`config.mk`:
```
export PLATFORM = sky130hd
export DESIGN_NAME = ball_collector_sequencer
export DESIGN_NICKNAME = d
export VERILOG_FILES = /design/src/hw/rtl/bcs_pkg.sv /design/src/hw/rtl/ball_collector_sequencer.sv
export SDC_FILE = /design/constraint.sdc
export NUM_CORES = 1
export LEC_CHECK = 0
export BUFFER_PORTS_ARGS = -buffer_cell sky130_fd_sc_hd__buf_2
export CAP_MARGIN = 20
export CORE_ASPECT_RATIO = 0.8
export CORE_MARGIN = 2
export CORE_UTILIZATION = 31
export CTS_BUF_LIST = sky130_fd_sc_hd__clkbuf_2 sky130_fd_sc_hd__clkbuf_4 sky130_fd_sc_hd__clkbuf_8
export DETAILED_ROUTE_END_ITERATION = 8
export MAX_ROUTING_LAYER = met4
export PLACE_DENSITY = 0.6
export SYNTH_ARGS = -nofsm -noshare
export SYNTH_HDL_FRONTEND = slang
export SYNTH_SLANG_ARGS = --single-unit
```
`constraint.sdc`:
```
create_clock -name clk -period 4.4 [get_ports clk]
set_input_delay 0.22 -clock clk [delete_from_list [all_inputs] [get_ports clk]]
set_output_delay 0.22 -clock clk [all_outputs]
set_load 0.02 [all_outputs]
```
`src/hw/rtl/bcs_pkg.sv`:
```
// ----------------------------------------------------------------------------
// bcs_pkg
// shared codes, drive levels and reset values of the ball collector sequencer
// ----------------------------------------------------------------------------
package bcs_pkg;

  typedef logic signed [7:0] drive_t;

  // default width of the millisecond timer
  localparam int TIMER_BITS_DEF = 16;

  // field widths
  localparam int REQ_W    = 3;
  localparam int TICK_W   = 8;
  localparam int BALL_W   = 10;
  localparam int TIME_W   = 16;
  localparam int MODE_W   = 2;
  localparam int PHASE_W  = 2;
  localparam int SIGN_W   = 2;
  localparam int CFG_IDX_W = 2;
  localparam int CFG_DAT_W = 16;

  // request codes
  localparam logic [REQ_W-1:0] REQ_TICK    = 3'd0;
  localparam logic [REQ_W-1:0] REQ_RUN     = 3'd1;
  localparam logic [REQ_W-1:0] REQ_MROLLER = 3'd2;
  localparam logic [REQ_W-1:0] REQ_DISABLE = 3'd3;
  localparam logic [REQ_W-1:0] REQ_MRAISE  = 3'd4;
  localparam logic [REQ_W-1:0] REQ_ASSIST  = 3'd5;

  // modes
  localparam logic [MODE_W-1:0] MODE_STANDARD = 2'd0;
  localparam logic [MODE_W-1:0] MODE_DISABLED = 2'd1;
  localparam logic [MODE_W-1:0] MODE_MROLLER  = 2'd2;
  localparam logic [MODE_W-1:0] MODE_MRAISE   = 2'd3;

  // standard-mode phases
  localparam logic [PHASE_W-1:0] PH_LOWERING = 2'd0;
  localparam logic [PHASE_W-1:0] PH_WAITING  = 2'd1;
  localparam logic [PHASE_W-1:0] PH_WAITBALL = 2'd2;
  localparam logic [PHASE_W-1:0] PH_RAISING  = 2'd3;

  // configuration register indexes
  localparam logic [CFG_IDX_W-1:0] CFG_BALL_THRESHOLD = 2'd0;
  localparam logic [CFG_IDX_W-1:0] CFG_SETTLE_TIME    = 2'd1;
  localparam logic [CFG_IDX_W-1:0] CFG_RAISE_TIME     = 2'd2;

  // configuration reset values
  localparam logic [BALL_W-1:0] BALL_THRESHOLD_RST = 10'd350;
  localparam logic [TIME_W-1:0] SETTLE_TIME_RST    = 16'd500;
  localparam logic [TIME_W-1:0] RAISE_TIME_RST     = 16'd750;

  // drive levels in hundredths of full power
  localparam drive_t DRV_ZERO      = 8'sd0;
  localparam drive_t DRV_LOWER     = -8'sd40;
  localparam drive_t DRV_RAISE     = 8'sd60;
  localparam drive_t DRV_MRAISE_UP = 8'sd45;
  localparam drive_t DRV_ASSIST    = 8'sd30;
  localparam drive_t DRV_FULL      = 8'sd100;
  localparam drive_t DRV_FULL_NEG  = -8'sd100;

  // held signs
  localparam logic signed [SIGN_W-1:0] SIGN_ZERO = 2'sd0;
  localparam logic signed [SIGN_W-1:0] SIGN_POS  = 2'sd1;
  localparam logic signed [SIGN_W-1:0] SIGN_NEG  = -2'sd1;

endpackage

```
`src/hw/rtl/ball_collector_sequencer.sv`:
```
// ----------------------------------------------------------------------------
// ball_collector_sequencer
// command and control-tick sequencer for a ball collector lift and roller
// ----------------------------------------------------------------------------
//
//  channel  ports                      direction  one word
//  in       in_valid / in_stall        sink       a command or a control tick
//  out      out_valid / out_stall      source     lift, roller, mode, phase
//  cfg      cfg_wr_en / index / wdata  sink       one register write
//
//  one word a cycle while out_stall is low: an input register, then the mode
//  and phase logic into the result register
//  while the result waits, a word is still taken into an empty input register
//  a stalled result holds the input register; in_stall rises only then
//  synchronous active-low reset brings mode disabled, phase lowering,
//  timer stopped at zero and both drives at zero
//
module ball_collector_sequencer #(
  parameter int TIMER_BITS = bcs_pkg::TIMER_BITS_DEF
) (
  input  logic                              clk,
  input  logic                              rst_n,
  // input words
  input  logic                              in_valid,
  output logic                              in_stall,
  input  logic [bcs_pkg::REQ_W-1:0]         in_req_type,
  input  logic [bcs_pkg::TICK_W-1:0]        in_tick_ms,
  input  logic                              in_lower_limit,
  input  logic [bcs_pkg::BALL_W-1:0]        in_ball_value,
  input  logic signed [bcs_pkg::SIGN_W-1:0] in_roller_power,
  input  logic signed [bcs_pkg::SIGN_W-1:0] in_raise_direction,
  // result words
  output logic                              out_valid,
  input  logic                              out_stall,
  output bcs_pkg::drive_t                   out_lift_drive,
  output bcs_pkg::drive_t                   out_roller_drive,
  output logic [bcs_pkg::MODE_W-1:0]        out_mode_now,
  output logic [bcs_pkg::PHASE_W-1:0]       out_phase_now,
  // configuration writes
  input  logic                              cfg_wr_en,
  input  logic [bcs_pkg::CFG_IDX_W-1:0]     cfg_index,
  input  logic [bcs_pkg::CFG_DAT_W-1:0]     cfg_wdata
);

  // compare width covering both the timer and the time registers
  localparam int CMP_W = (TIMER_BITS > bcs_pkg::TIME_W) ? TIMER_BITS : bcs_pkg::TIME_W;

  // configuration registers
  logic [bcs_pkg::BALL_W-1:0] ball_threshold_r;
  logic [bcs_pkg::TIME_W-1:0] settle_time_r;
  logic [bcs_pkg::TIME_W-1:0] raise_time_r;

  // input register
  logic                              s1_valid_r;
  logic [bcs_pkg::REQ_W-1:0]         s1_req_r;
  logic [bcs_pkg::TICK_W-1:0]        s1_tick_r;
  logic                              s1_lower_r;
  logic [bcs_pkg::BALL_W-1:0]        s1_ball_r;
  logic signed [bcs_pkg::SIGN_W-1:0] s1_rpow_r;
  logic signed [bcs_pkg::SIGN_W-1:0] s1_rdir_r;

  // sequencer state
  logic [bcs_pkg::MODE_W-1:0]        mode_r, mode_nxt;
  logic [bcs_pkg::PHASE_W-1:0]       phase_r, phase_nxt;
  logic [TIMER_BITS-1:0]             elapsed_r, elapsed_nxt;
  logic                              timer_on_r, timer_on_nxt;
  logic signed [bcs_pkg::SIGN_W-1:0] held_rpow_r, held_rpow_nxt;
  logic                              raise_up_r, raise_up_nxt;
  bcs_pkg::drive_t                   lift_r, lift_nxt;
  bcs_pkg::drive_t                   roller_r, roller_nxt;

  // result register
  logic                              out_valid_r;
  bcs_pkg::drive_t                   out_lift_r;
  bcs_pkg::drive_t                   out_roller_r;
  logic [bcs_pkg::MODE_W-1:0]        out_mode_r;
  logic [bcs_pkg::PHASE_W-1:0]       out_phase_r;

  logic hold;      // result waits and is stalled
  logic in_take;   // input word accepted
  logic s1_fire;   // input register consumed this cycle

  // timer arithmetic
  logic [TIMER_BITS:0]   tick_sum;
  logic [TIMER_BITS-1:0] elapsed_adv;

  assign hold     = out_valid_r && out_stall;
  assign in_stall = s1_valid_r && hold;
  assign in_take  = in_valid && !in_stall;
  assign s1_fire  = s1_valid_r && !hold;

  // saturating timer advance
  assign tick_sum    = {1'b0, elapsed_r} + (TIMER_BITS+1)'(s1_tick_r);
  assign elapsed_adv = tick_sum[TIMER_BITS] ? {TIMER_BITS{1'b1}} : tick_sum[TIMER_BITS-1:0];

  // configuration writes; an index beyond the list is ignored
  always_ff @(posedge clk) begin
    if (!rst_n) begin
      ball_threshold_r <= bcs_pkg::BALL_THRESHOLD_RST;
      settle_time_r    <= bcs_pkg::SETTLE_TIME_RST;
      raise_time_r     <= bcs_pkg::RAISE_TIME_RST;
    end else if (cfg_wr_en) begin
      if (cfg_index == bcs_pkg::CFG_BALL_THRESHOLD) begin
        ball_threshold_r <= cfg_wdata[bcs_pkg::BALL_W-1:0];
      end
      if (cfg_index == bcs_pkg::CFG_SETTLE_TIME) begin
        settle_time_r <= cfg_wdata[bcs_pkg::TIME_W-1:0];
      end
      if (cfg_index == bcs_pkg::CFG_RAISE_TIME) begin
        raise_time_r <= cfg_wdata[bcs_pkg::TIME_W-1:0];
      end
    end
  end

  // input register: loads whenever it is empty or being consumed
  always_ff @(posedge clk) begin
    if (!rst_n) begin
      s1_valid_r <= 1'b0;
    end else if (!in_stall) begin
      s1_valid_r <= in_valid;
    end
  end

  always_ff @(posedge clk) begin
    if (in_take) begin
      s1_req_r   <= in_req_type;
      s1_tick_r  <= in_tick_ms;
      s1_lower_r <= in_lower_limit;
      s1_ball_r  <= in_ball_value;
      s1_rpow_r  <= in_roller_power;
      s1_rdir_r  <= in_raise_direction;
    end
  end

  // next state for the word in the input register
  always_comb begin
    mode_nxt      = mode_r;
    phase_nxt     = phase_r;
    elapsed_nxt   = elapsed_r;
    timer_on_nxt  = timer_on_r;
    held_rpow_nxt = held_rpow_r;
    raise_up_nxt  = raise_up_r;
    lift_nxt      = lift_r;
    roller_nxt    = roller_r;

    unique case (s1_req_r)
      bcs_pkg::REQ_TICK: begin
        if (timer_on_r) begin
          elapsed_nxt = elapsed_adv;
        end
        unique case (mode_r)
          bcs_pkg::MODE_STANDARD: begin
            timer_on_nxt = 1'b1;
            unique case (phase_r)
              bcs_pkg::PH_LOWERING: begin
                // lower limit high: bottom not reached yet
                if (s1_lower_r) begin
                  lift_nxt   = bcs_pkg::DRV_LOWER;
                  roller_nxt = bcs_pkg::DRV_ZERO;
                end else begin
                  phase_nxt = bcs_pkg::PH_WAITING;
                end
              end
              bcs_pkg::PH_WAITING: begin
                if (s1_ball_r < ball_threshold_r) begin
                  lift_nxt   = bcs_pkg::DRV_ZERO;
                  roller_nxt = bcs_pkg::DRV_FULL;
                end else begin
                  elapsed_nxt = '0;
                  phase_nxt   = bcs_pkg::PH_WAITBALL;
                end
              end
              bcs_pkg::PH_WAITBALL: begin
                if (CMP_W'(elapsed_nxt) < CMP_W'(settle_time_r)) begin
                  lift_nxt   = bcs_pkg::DRV_ZERO;
                  roller_nxt = bcs_pkg::DRV_FULL;
                end else begin
                  elapsed_nxt = '0;
                  phase_nxt   = bcs_pkg::PH_RAISING;
                end
              end
              default: begin
                if (CMP_W'(elapsed_nxt) < CMP_W'(raise_time_r)) begin
                  lift_nxt   = bcs_pkg::DRV_RAISE;
                  roller_nxt = bcs_pkg::DRV_FULL;
                end else begin
                  phase_nxt = bcs_pkg::PH_LOWERING;
                end
              end
            endcase
          end
          bcs_pkg::MODE_DISABLED: begin
            lift_nxt     = bcs_pkg::DRV_ZERO;
            roller_nxt   = bcs_pkg::DRV_ZERO;
            timer_on_nxt = 1'b0;
          end
          bcs_pkg::MODE_MROLLER: begin
            if (held_rpow_r == bcs_pkg::SIGN_POS) begin
              roller_nxt = bcs_pkg::DRV_FULL;
            end else if (held_rpow_r == bcs_pkg::SIGN_ZERO) begin
              roller_nxt = bcs_pkg::DRV_ZERO;
            end else begin
              roller_nxt = bcs_pkg::DRV_FULL_NEG;
            end
            lift_nxt     = bcs_pkg::DRV_ZERO;
            timer_on_nxt = 1'b0;
          end
          default: begin
            lift_nxt = raise_up_r ? bcs_pkg::DRV_MRAISE_UP : bcs_pkg::DRV_LOWER;
          end
        endcase
      end
      bcs_pkg::REQ_RUN: begin
        mode_nxt  = bcs_pkg::MODE_STANDARD;
        phase_nxt = bcs_pkg::PH_LOWERING;
      end
      bcs_pkg::REQ_MROLLER: begin
        // any negative pattern is held as minus one
        if (s1_rpow_r != bcs_pkg::SIGN_ZERO) begin
          mode_nxt      = bcs_pkg::MODE_MROLLER;
          held_rpow_nxt = s1_rpow_r[bcs_pkg::SIGN_W-1] ? bcs_pkg::SIGN_NEG : bcs_pkg::SIGN_POS;
        end
      end
      bcs_pkg::REQ_DISABLE: begin
        mode_nxt = bcs_pkg::MODE_DISABLED;
      end
      bcs_pkg::REQ_MRAISE: begin
        if (s1_rdir_r != bcs_pkg::SIGN_ZERO) begin
          mode_nxt     = bcs_pkg::MODE_MRAISE;
          raise_up_nxt = s1_rdir_r[bcs_pkg::SIGN_W-1];
        end
      end
      bcs_pkg::REQ_ASSIST: begin
        lift_nxt = bcs_pkg::DRV_ASSIST;
      end
      default: begin
        // unknown request: state unchanged, current drives reported
      end
    endcase
  end

  // state update, only when a word leaves the input register
  always_ff @(posedge clk) begin
    if (!rst_n) begin
      mode_r      <= bcs_pkg::MODE_DISABLED;
      phase_r     <= bcs_pkg::PH_LOWERING;
      elapsed_r   <= '0;
      timer_on_r  <= 1'b0;
      held_rpow_r <= bcs_pkg::SIGN_ZERO;
      raise_up_r  <= 1'b0;
      lift_r      <= bcs_pkg::DRV_ZERO;
      roller_r    <= bcs_pkg::DRV_ZERO;
    end else if (s1_fire) begin
      mode_r      <= mode_nxt;
      phase_r     <= phase_nxt;
      elapsed_r   <= elapsed_nxt;
      timer_on_r  <= timer_on_nxt;
      held_rpow_r <= held_rpow_nxt;
      raise_up_r  <= raise_up_nxt;
      lift_r      <= lift_nxt;
      roller_r    <= roller_nxt;
    end
  end

  // result register
  always_ff @(posedge clk) begin
    if (!rst_n) begin
      out_valid_r <= 1'b0;
    end else if (!hold) begin
      out_valid_r <= s1_valid_r;
    end
  end

  always_ff @(posedge clk) begin
    if (s1_fire) begin
      out_lift_r   <= lift_nxt;
      out_roller_r <= roller_nxt;
      out_mode_r   <= mode_nxt;
      out_phase_r  <= phase_nxt;
    end
  end

  assign out_valid        = out_valid_r;
  assign out_lift_drive   = out_lift_r;
  assign out_roller_drive = out_roller_r;
  assign out_mode_now     = out_mode_r;
  assign out_phase_now    = out_phase_r;

endmodule

```
======== Yosys cells after proc, flatten, opt, wreduce, memory -nomap -nowiden ========
Index checks and enable logic that the tools add are counted.
storage, ports and cells
  bits in registers ....................... 130
  input bits .............................. 49
  logic and storage cells ................. 97
cells by class
  add/sub/neg operators ................... 1
  $lt $le $gt $ge ......................... 3
  equality and inequality tests ........... 12
  mux-type cells .......................... 36
  reduce and logical (&&, ||, !) cells .... 22
operator list
  cell                                                             number
  16-bit 2-to-1 mux                                                6
  8-bit 2-to-1 mux                                                 12
  8-bit one-hot mux with 3 select lines                            3
  16-bit less-than comparator                                      2
  16-bit one-hot mux with 2 select lines                           1
  8-bit one-hot mux with 2 select lines                            2
  16-bit by 8-bit adder with 17-bit output                         1
  2-bit 2-to-1 mux                                                 8
  10-bit less-than comparator                                      1
  3-bit AND reduction                                              3
  2-bit == test, second input constant                             4
  2-bit logical NOT                                                4
  2-bit one-hot mux with 4 select lines                            1
  2-bit AND reduction                                              4
  2-bit by 1-bit == test with 1-bit output, second input constant  3
  3-bit by 2-bit == test with 1-bit output, second input constant  2
  3-bit == test, second input constant                             2
  2-bit one-hot mux with 3 select lines                            1
  2-bit nonzero test                                               3
  1-bit logical AND                                                4
  2-bit one-hot mux with 2 select lines                            1
  3-bit by 1-bit == test with 1-bit output, second input constant  1
  3-bit logical NOT                                                1
  1-bit logical NOT                                                2
  other kinds (2)                                                  2

======== Depth between registers and ports, before layout ========
  depth in word-level cells ............... 9
  depth in mapped cells ................... 18
  depth with buffers taken out ............ 18

======== Worst setup path after synthesis ========
No wires, ideal clock.
  path type ............................... flip-flop to flip-flop
  start ................................... register s1_tick_r[0] in the netlist's numbering
  end ..................................... register out_lift_r[3], in the netlist out_lift_drive[3] (data pin)
  library setup time ...................... 0.270 ns
  arrival time ............................ 4.013 ns
  required time ........................... 4.130 ns
  setup slack ............................. 0.118 ns
  cell stages (with the launch flop) ...... 19
  path buffers ............................ 1
  clock period less this slack ............ 4.282 ns
  cell sequence ........................... edfxtp_1 -> ha_1 -> fa_1 -> a21oi_2 -> nor2_1 -> nor4b_4 -> or2_1 -> clkbuf_1 -> o211ai_1 -> o21a_1 -> ha_1 -> a21oi_1 -> nand2_1 -> a2111oi_0 -> o21ai_1 -> o21ai_2 -> nand3_1 -> a2111oi_1 -> nor2_1
on the way
  word-level cells in the longest chain between the ends .. 9
  elaborated cells between the ends (all ways) .. 11
  those cells by class .................... add/sub (1); order compare (2); mux (8)
ends and longest elaborated chain
  item                                            line                                                              source
  start, declared                                 ball_collector_sequencer.sv:56                                    logic [bcs_pkg::TICK_W-1:0] s1_tick_r;
  start signal, assigned                          ball_collector_sequencer.sv:127                                   s1_tick_r <= in_tick_ms;
  16-bit by 8-bit adder with 17-bit output (*)    ball_collector_sequencer.sv:93                                    assign tick_sum = {1'b0, elapsed_r} + (TIMER_BITS+1)'(s1_tick_r);
  16-bit 2-to-1 mux (*)                           ball_collector_sequencer.sv:94                                    assign elapsed_adv = tick_sum[TIMER_BITS] ? {TIMER_BITS{1'b1}} : tick_sum[TIMER_BITS-1:0];
  16-bit 2-to-1 mux (*)                           ball_collector_sequencer.sv:148                                   if (timer_on_r) begin
  16-bit 2-to-1 mux (*)                           ball_collector_sequencer.sv:146                                   unique case (s1_req_r)
  16-bit less-than comparator (on tied branches)  ball_collector_sequencer.sv:183, ball_collector_sequencer.sv:174
  8-bit 2-to-1 mux (on tied branches)             ball_collector_sequencer.sv:183, ball_collector_sequencer.sv:174
  8-bit one-hot mux with 3 select lines (*)       ball_collector_sequencer.sv:154                                   unique case (phase_r)
  8-bit one-hot mux with 2 select lines (*)       ball_collector_sequencer.sv:151                                   unique case (mode_r)
  8-bit one-hot mux with 2 select lines (*)       ball_collector_sequencer.sv:146
  net lift_nxt[3]                                 ball_collector_sequencer.sv:69                                    bcs_pkg::drive_t lift_r, lift_nxt;
  end signal, assigned                            ball_collector_sequencer.sv:276                                   out_lift_r <= lift_nxt;
  end, declared                                   ball_collector_sequencer.sv:74                                    bcs_pkg::drive_t out_lift_r;
The timed path passes the listed nets; every way through them passes the cells marked *. The select of a mux whose other input is x is not followed.
A chain may end at the register's enable or synchronous reset.

======== Final worst setup path ========
  start ................................... register s1_tick_r[0] in the netlist's numbering
  end ..................................... register roller_r[4]
on the way
  word-level cells in the longest chain between the ends .. 9
  elaborated cells between the ends (all ways) .. 11
  those cells by class .................... add/sub (1); order compare (2); mux (8)
ends and longest elaborated chain
  item                                            line                                                              source
  16-bit by 8-bit adder with 17-bit output (*)    ball_collector_sequencer.sv:93
  16-bit 2-to-1 mux (*)                           ball_collector_sequencer.sv:94
  16-bit 2-to-1 mux (*)                           ball_collector_sequencer.sv:148
  16-bit 2-to-1 mux (*)                           ball_collector_sequencer.sv:146
  16-bit less-than comparator (on tied branches)  ball_collector_sequencer.sv:183, ball_collector_sequencer.sv:174
  8-bit 2-to-1 mux (on tied branches)             ball_collector_sequencer.sv:183, ball_collector_sequencer.sv:174
  8-bit one-hot mux with 3 select lines (*)       ball_collector_sequencer.sv:154
  8-bit one-hot mux with 3 select lines (*)       ball_collector_sequencer.sv:151
  8-bit 2-to-1 mux (*)                            ball_collector_sequencer.sv:146
  end signal, assigned                            ball_collector_sequencer.sv:252                                   roller_r <= bcs_pkg::DRV_ZERO;
  end signal, assigned                            ball_collector_sequencer.sv:261                                   roller_r <= roller_nxt;
  end, declared                                   ball_collector_sequencer.sv:70                                    bcs_pkg::drive_t roller_r, roller_nxt;
Every way passes the cells marked *; elsewhere a longest branch is shown, timed or not. The select of a mux whose other input is x is not followed.

==> impl_results.md <==
- Mapped Avg Cell Area: 9.13 µm²
- CP bufs+invs: 0
- Top cells by area, synth: dfxtp_1 25%, edfxtp_1 20%, ha_1 9.9%
- Critical path type: reg2reg
- Worst hold path endpoint: raise_time_r[9]
- EDFF count, synth: 46
- Max-slew headroom: 0.409
- Cell taking the most area after synthesis: dfxtp_1
- Top-area cell type share of the netlist area: 0.247
- Total gr overflow: 0
- Post-synthesis sequential area ratio: 0.450
- Fmax: 226 MHz
- Area Growth Syn to Fin: 32.2%
- Final period util: 1.01
- Tot GR Track Use: 0.163
- Static Leakage: 3.61 nW
- Largest stage delay, worst path: 0.38 ns
- Initial detailed-routing violation count: 329
- First-pass GRT wire length: 28400 µm
- Ant diodes: 0
- Worst setup SP type: register
- Port Buffers: 70
- Clock tree buffer depth: 2
- CTS tree: yes
- Reg2reg setup slack: -0.03 ns
- Pwr dens: 313 mW/mm²
- Number of global-route vias before repair: 5397
- Die ar.: 0.0232 mm²
- Nets: 990
- Area of the mapped netlist: 0.00681 mm²
- Detailed placer's ending HPWL: 12800 µm
- Final Skew: 0.0102 ns
- Post-route setup TNS: -0.112 ns
- Post-synthesis net count: 850
- Via density per instance: 4.97
- Slowest-stage cell, CP: edfxtp_1
- Fin crit period: 4.43 ns
- Top FF cell, synth: dfxtp_1
- Share of cells above drive strength 1: 0.256
- Number of max-cap violations: 0
- Die Width: 170 µm
- Total CTS buffers: 17
- RSZ-0062 raised after global routing: true
- # IOs: 71
- Crit end category: register
- R2R cell count: 17
- VDD IR-drop max: 0.000186 V
- Async S/R FF share, synth: 0
- Reg2reg start: s1_tick_r[0]
- Synth Instances: 746
- Final Hold Viols: 0
- CTS Root Cell: clkbuf_8
- Crit-path max FO: 6
- Hold Startpoint: cfg_wdata[9]
- Initial antenna violation count: 0
- Worst setup startpoint: s1_tick_r[0]
- Synth Warn #: 0
- DRC errors left: 0
- Initial DRT Pass Iterations: 5
- Tightest Pin Transition: 0.886 ns
- Cell area after placement: 0.00765 mm²
- Top delay family on crit path: compound AO/OA/AOI/OAI gates
- Site row count: 48
- Largest net degree at the start of global routing: 36
- Hold path cells: 3
- H-tree Lvls: 4
- Stages on worst setup path: 17
- Final Util: 0.418
- CP Data Arrival Time: 4.79 ns
- Crit path cell chain: ha_2 -> fa_2 -> a21oi_4 -> nor2_4 -> o31a_1 -> o21a_4 -> o211ai_1 -> mux2_4 -> ha_1 -> a21o_1 -> a21oi_1 -> o22ai_1 -> a211o_1 -> a211oi_4 -> a311oi_4 -> o31a_1 -> a21o_1
- Final Power: 2.82 mW
- Die height: 137 µm
- Fin. max-slew vios: 0
- Worst R2R End: roller_r[4]
- Design area: 0.00901 mm²
- Clock-pin slew on the worst setup and hold paths: 0.08 ns
- Routed WL: 18300 µm
- Via Count: 5833
- #FFs+latches synth: 130
- Worst-Skew Late Latency: 0.46 ns
- # setup viols final: 5
- Initial Util: 0.316
- Status: complete, but fails checks
- Min Hold Slack: 0.0289 ns
- Setup WS post-layout: -0.0314 ns
- CP Data Required Time: 4.76 ns
- Wirelength per Cell: 15.6 µm
- Hold/Removal Path Class: in2reg
- Failing checks: setup timing
- Clk sinks: 130
- Core Region: 0.0216 mm²
- Final ANT Viol Nets: 0
- GPL Wtd Cong: 0.881
- Post-synth cell types: 76
-- how the worst max path moves through the flow --
stage	endpoint
floorplan	out_lift_drive[3]
global placement	out_lift_drive[3]
detailed placement	out_lift_drive[3]
CTS	roller_r[1]
global route	roller_r[1]
finish	roller_r[4]
-- kinds of logic after synthesis --
kind of cell	synth area share
and+or+nand+nor	0.173
AOI/OAI and AO/OA	0.210
DFF	0.450
buffers and inverters	0.0470
adders and majority gates	0.102
xor gates and xnor gates	0.0116
muxes	0.00643
-- report_power, final --
group | total [mW] | switching [mW] | internal, mW
Sequential | 1.32 | 0.0263 | 1.29
Clock | 1.12 | 0.504 | 0.621
Combinational | 0.372 | 0.218 | 0.154
-- cell usage in the layout, fill, tap and decap left out, types with 9 or more instances in the layout --
master and instances:
dlygate4sd3_1 34, dfxtp_1 84, nor3_1 9, edfxtp_1 46, clkbuf_8 17, nor2_1 53, nand3_1 17, buf_4 41
inv_1 58, o21ai_0 17, a21o_1 9, o211ai_1 24, nand2b_1 9, a21oi_1 56, nand2_1 107, buf_2 70
ha_1 47
-- synthesized netlist by cell type (3+ instances only) --
| cell type | count |
|---|---|
| xnor2_1 | 4 |
| a21boi_1 | 3 |
| a22oi_1 | 10 |
| o221a_1 | 3 |
| o211ai_1 | 24 |
| o21ai_0 | 25 |
| o21ai_1 | 6 |
| ha_1 | 54 |
| nand3_1 | 18 |
| and3_1 | 5 |
| nand4_1 | 5 |
| a21o_1 | 9 |
| nor2b_1 | 3 |
| nand2b_1 | 10 |
| a211o_1 | 3 |
| nor3_1 | 15 |
| xor2_1 | 5 |
| clkbuf_1 | 24 |
| a211oi_1 | 6 |
| edfxtp_1 | 46 |
| inv_1 | 58 |
| nand2_1 | 109 |
| a31oi_1 | 13 |
| dfxtp_1 | 84 |
| nor2_1 | 60 |
| a21oi_1 | 64 |
| o21a_1 | 6 |
| and2_1 | 7 |
| mux2_2 | 3 |
-- worst min-delay path, cell delays in order --
cell,delay (ns)
buf_2,0.10
nand2_1,0.05
o211ai_1,0.08
-- stage by stage --
stage / std cells / setup slack [ns]
floorplan: 746 / 0.118
global placement: 1096 / -0.201
detailed placement: 1096 / -0.349
CTS: 1165 / -0.00535
global route: 1174 / -0.226
finish: 1174 / -0.0314
-- final cells by class --
cell class,count,area [µm²]
fillers,2109,12600
multi-input cells,531,3920
flip-flops and latches,130,3060
repair buffers,148,1030
well taps,275,344
clock buffers,18,241
inverters,58,218
clock inverters,14,186
-- state kept, by name, summed over array words and instances, names as in the netlist, 10 cells and up --
register,count
ball_threshold_r,10
elapsed_r,16
raise_time_r,16
s1_ball_r,10
settle_time_r,16
-- repair_timing --
| item | in CTS | in global routing |
|---|---|---|
| hold endpoints to repair | 39 | 0 |
| setup buffers | 3 | 11 |
| hold buffers | 34 | 0 |
| endpoints found under the setup margin | 51 | 51 |
| pin swaps | 8 | 54 |
| resized for setup | 22 | 77 |
-- routing by layer --
| metal | up-vias | global-route usage | routed length (µm) |
|---|---|---|---|
| met2 | 121 | 0.239 | 8080 |
| met5 | - | - | 0 |
| met1 | 2735 | 0.226 | 9160 |
| met3 | 16 | 0.0370 | 868 |
| met4 | 0 | 0.0413 | 178 |
| li1 | 2961 | - | - |
No activity file was read; power rests on OpenSTA's default activity.
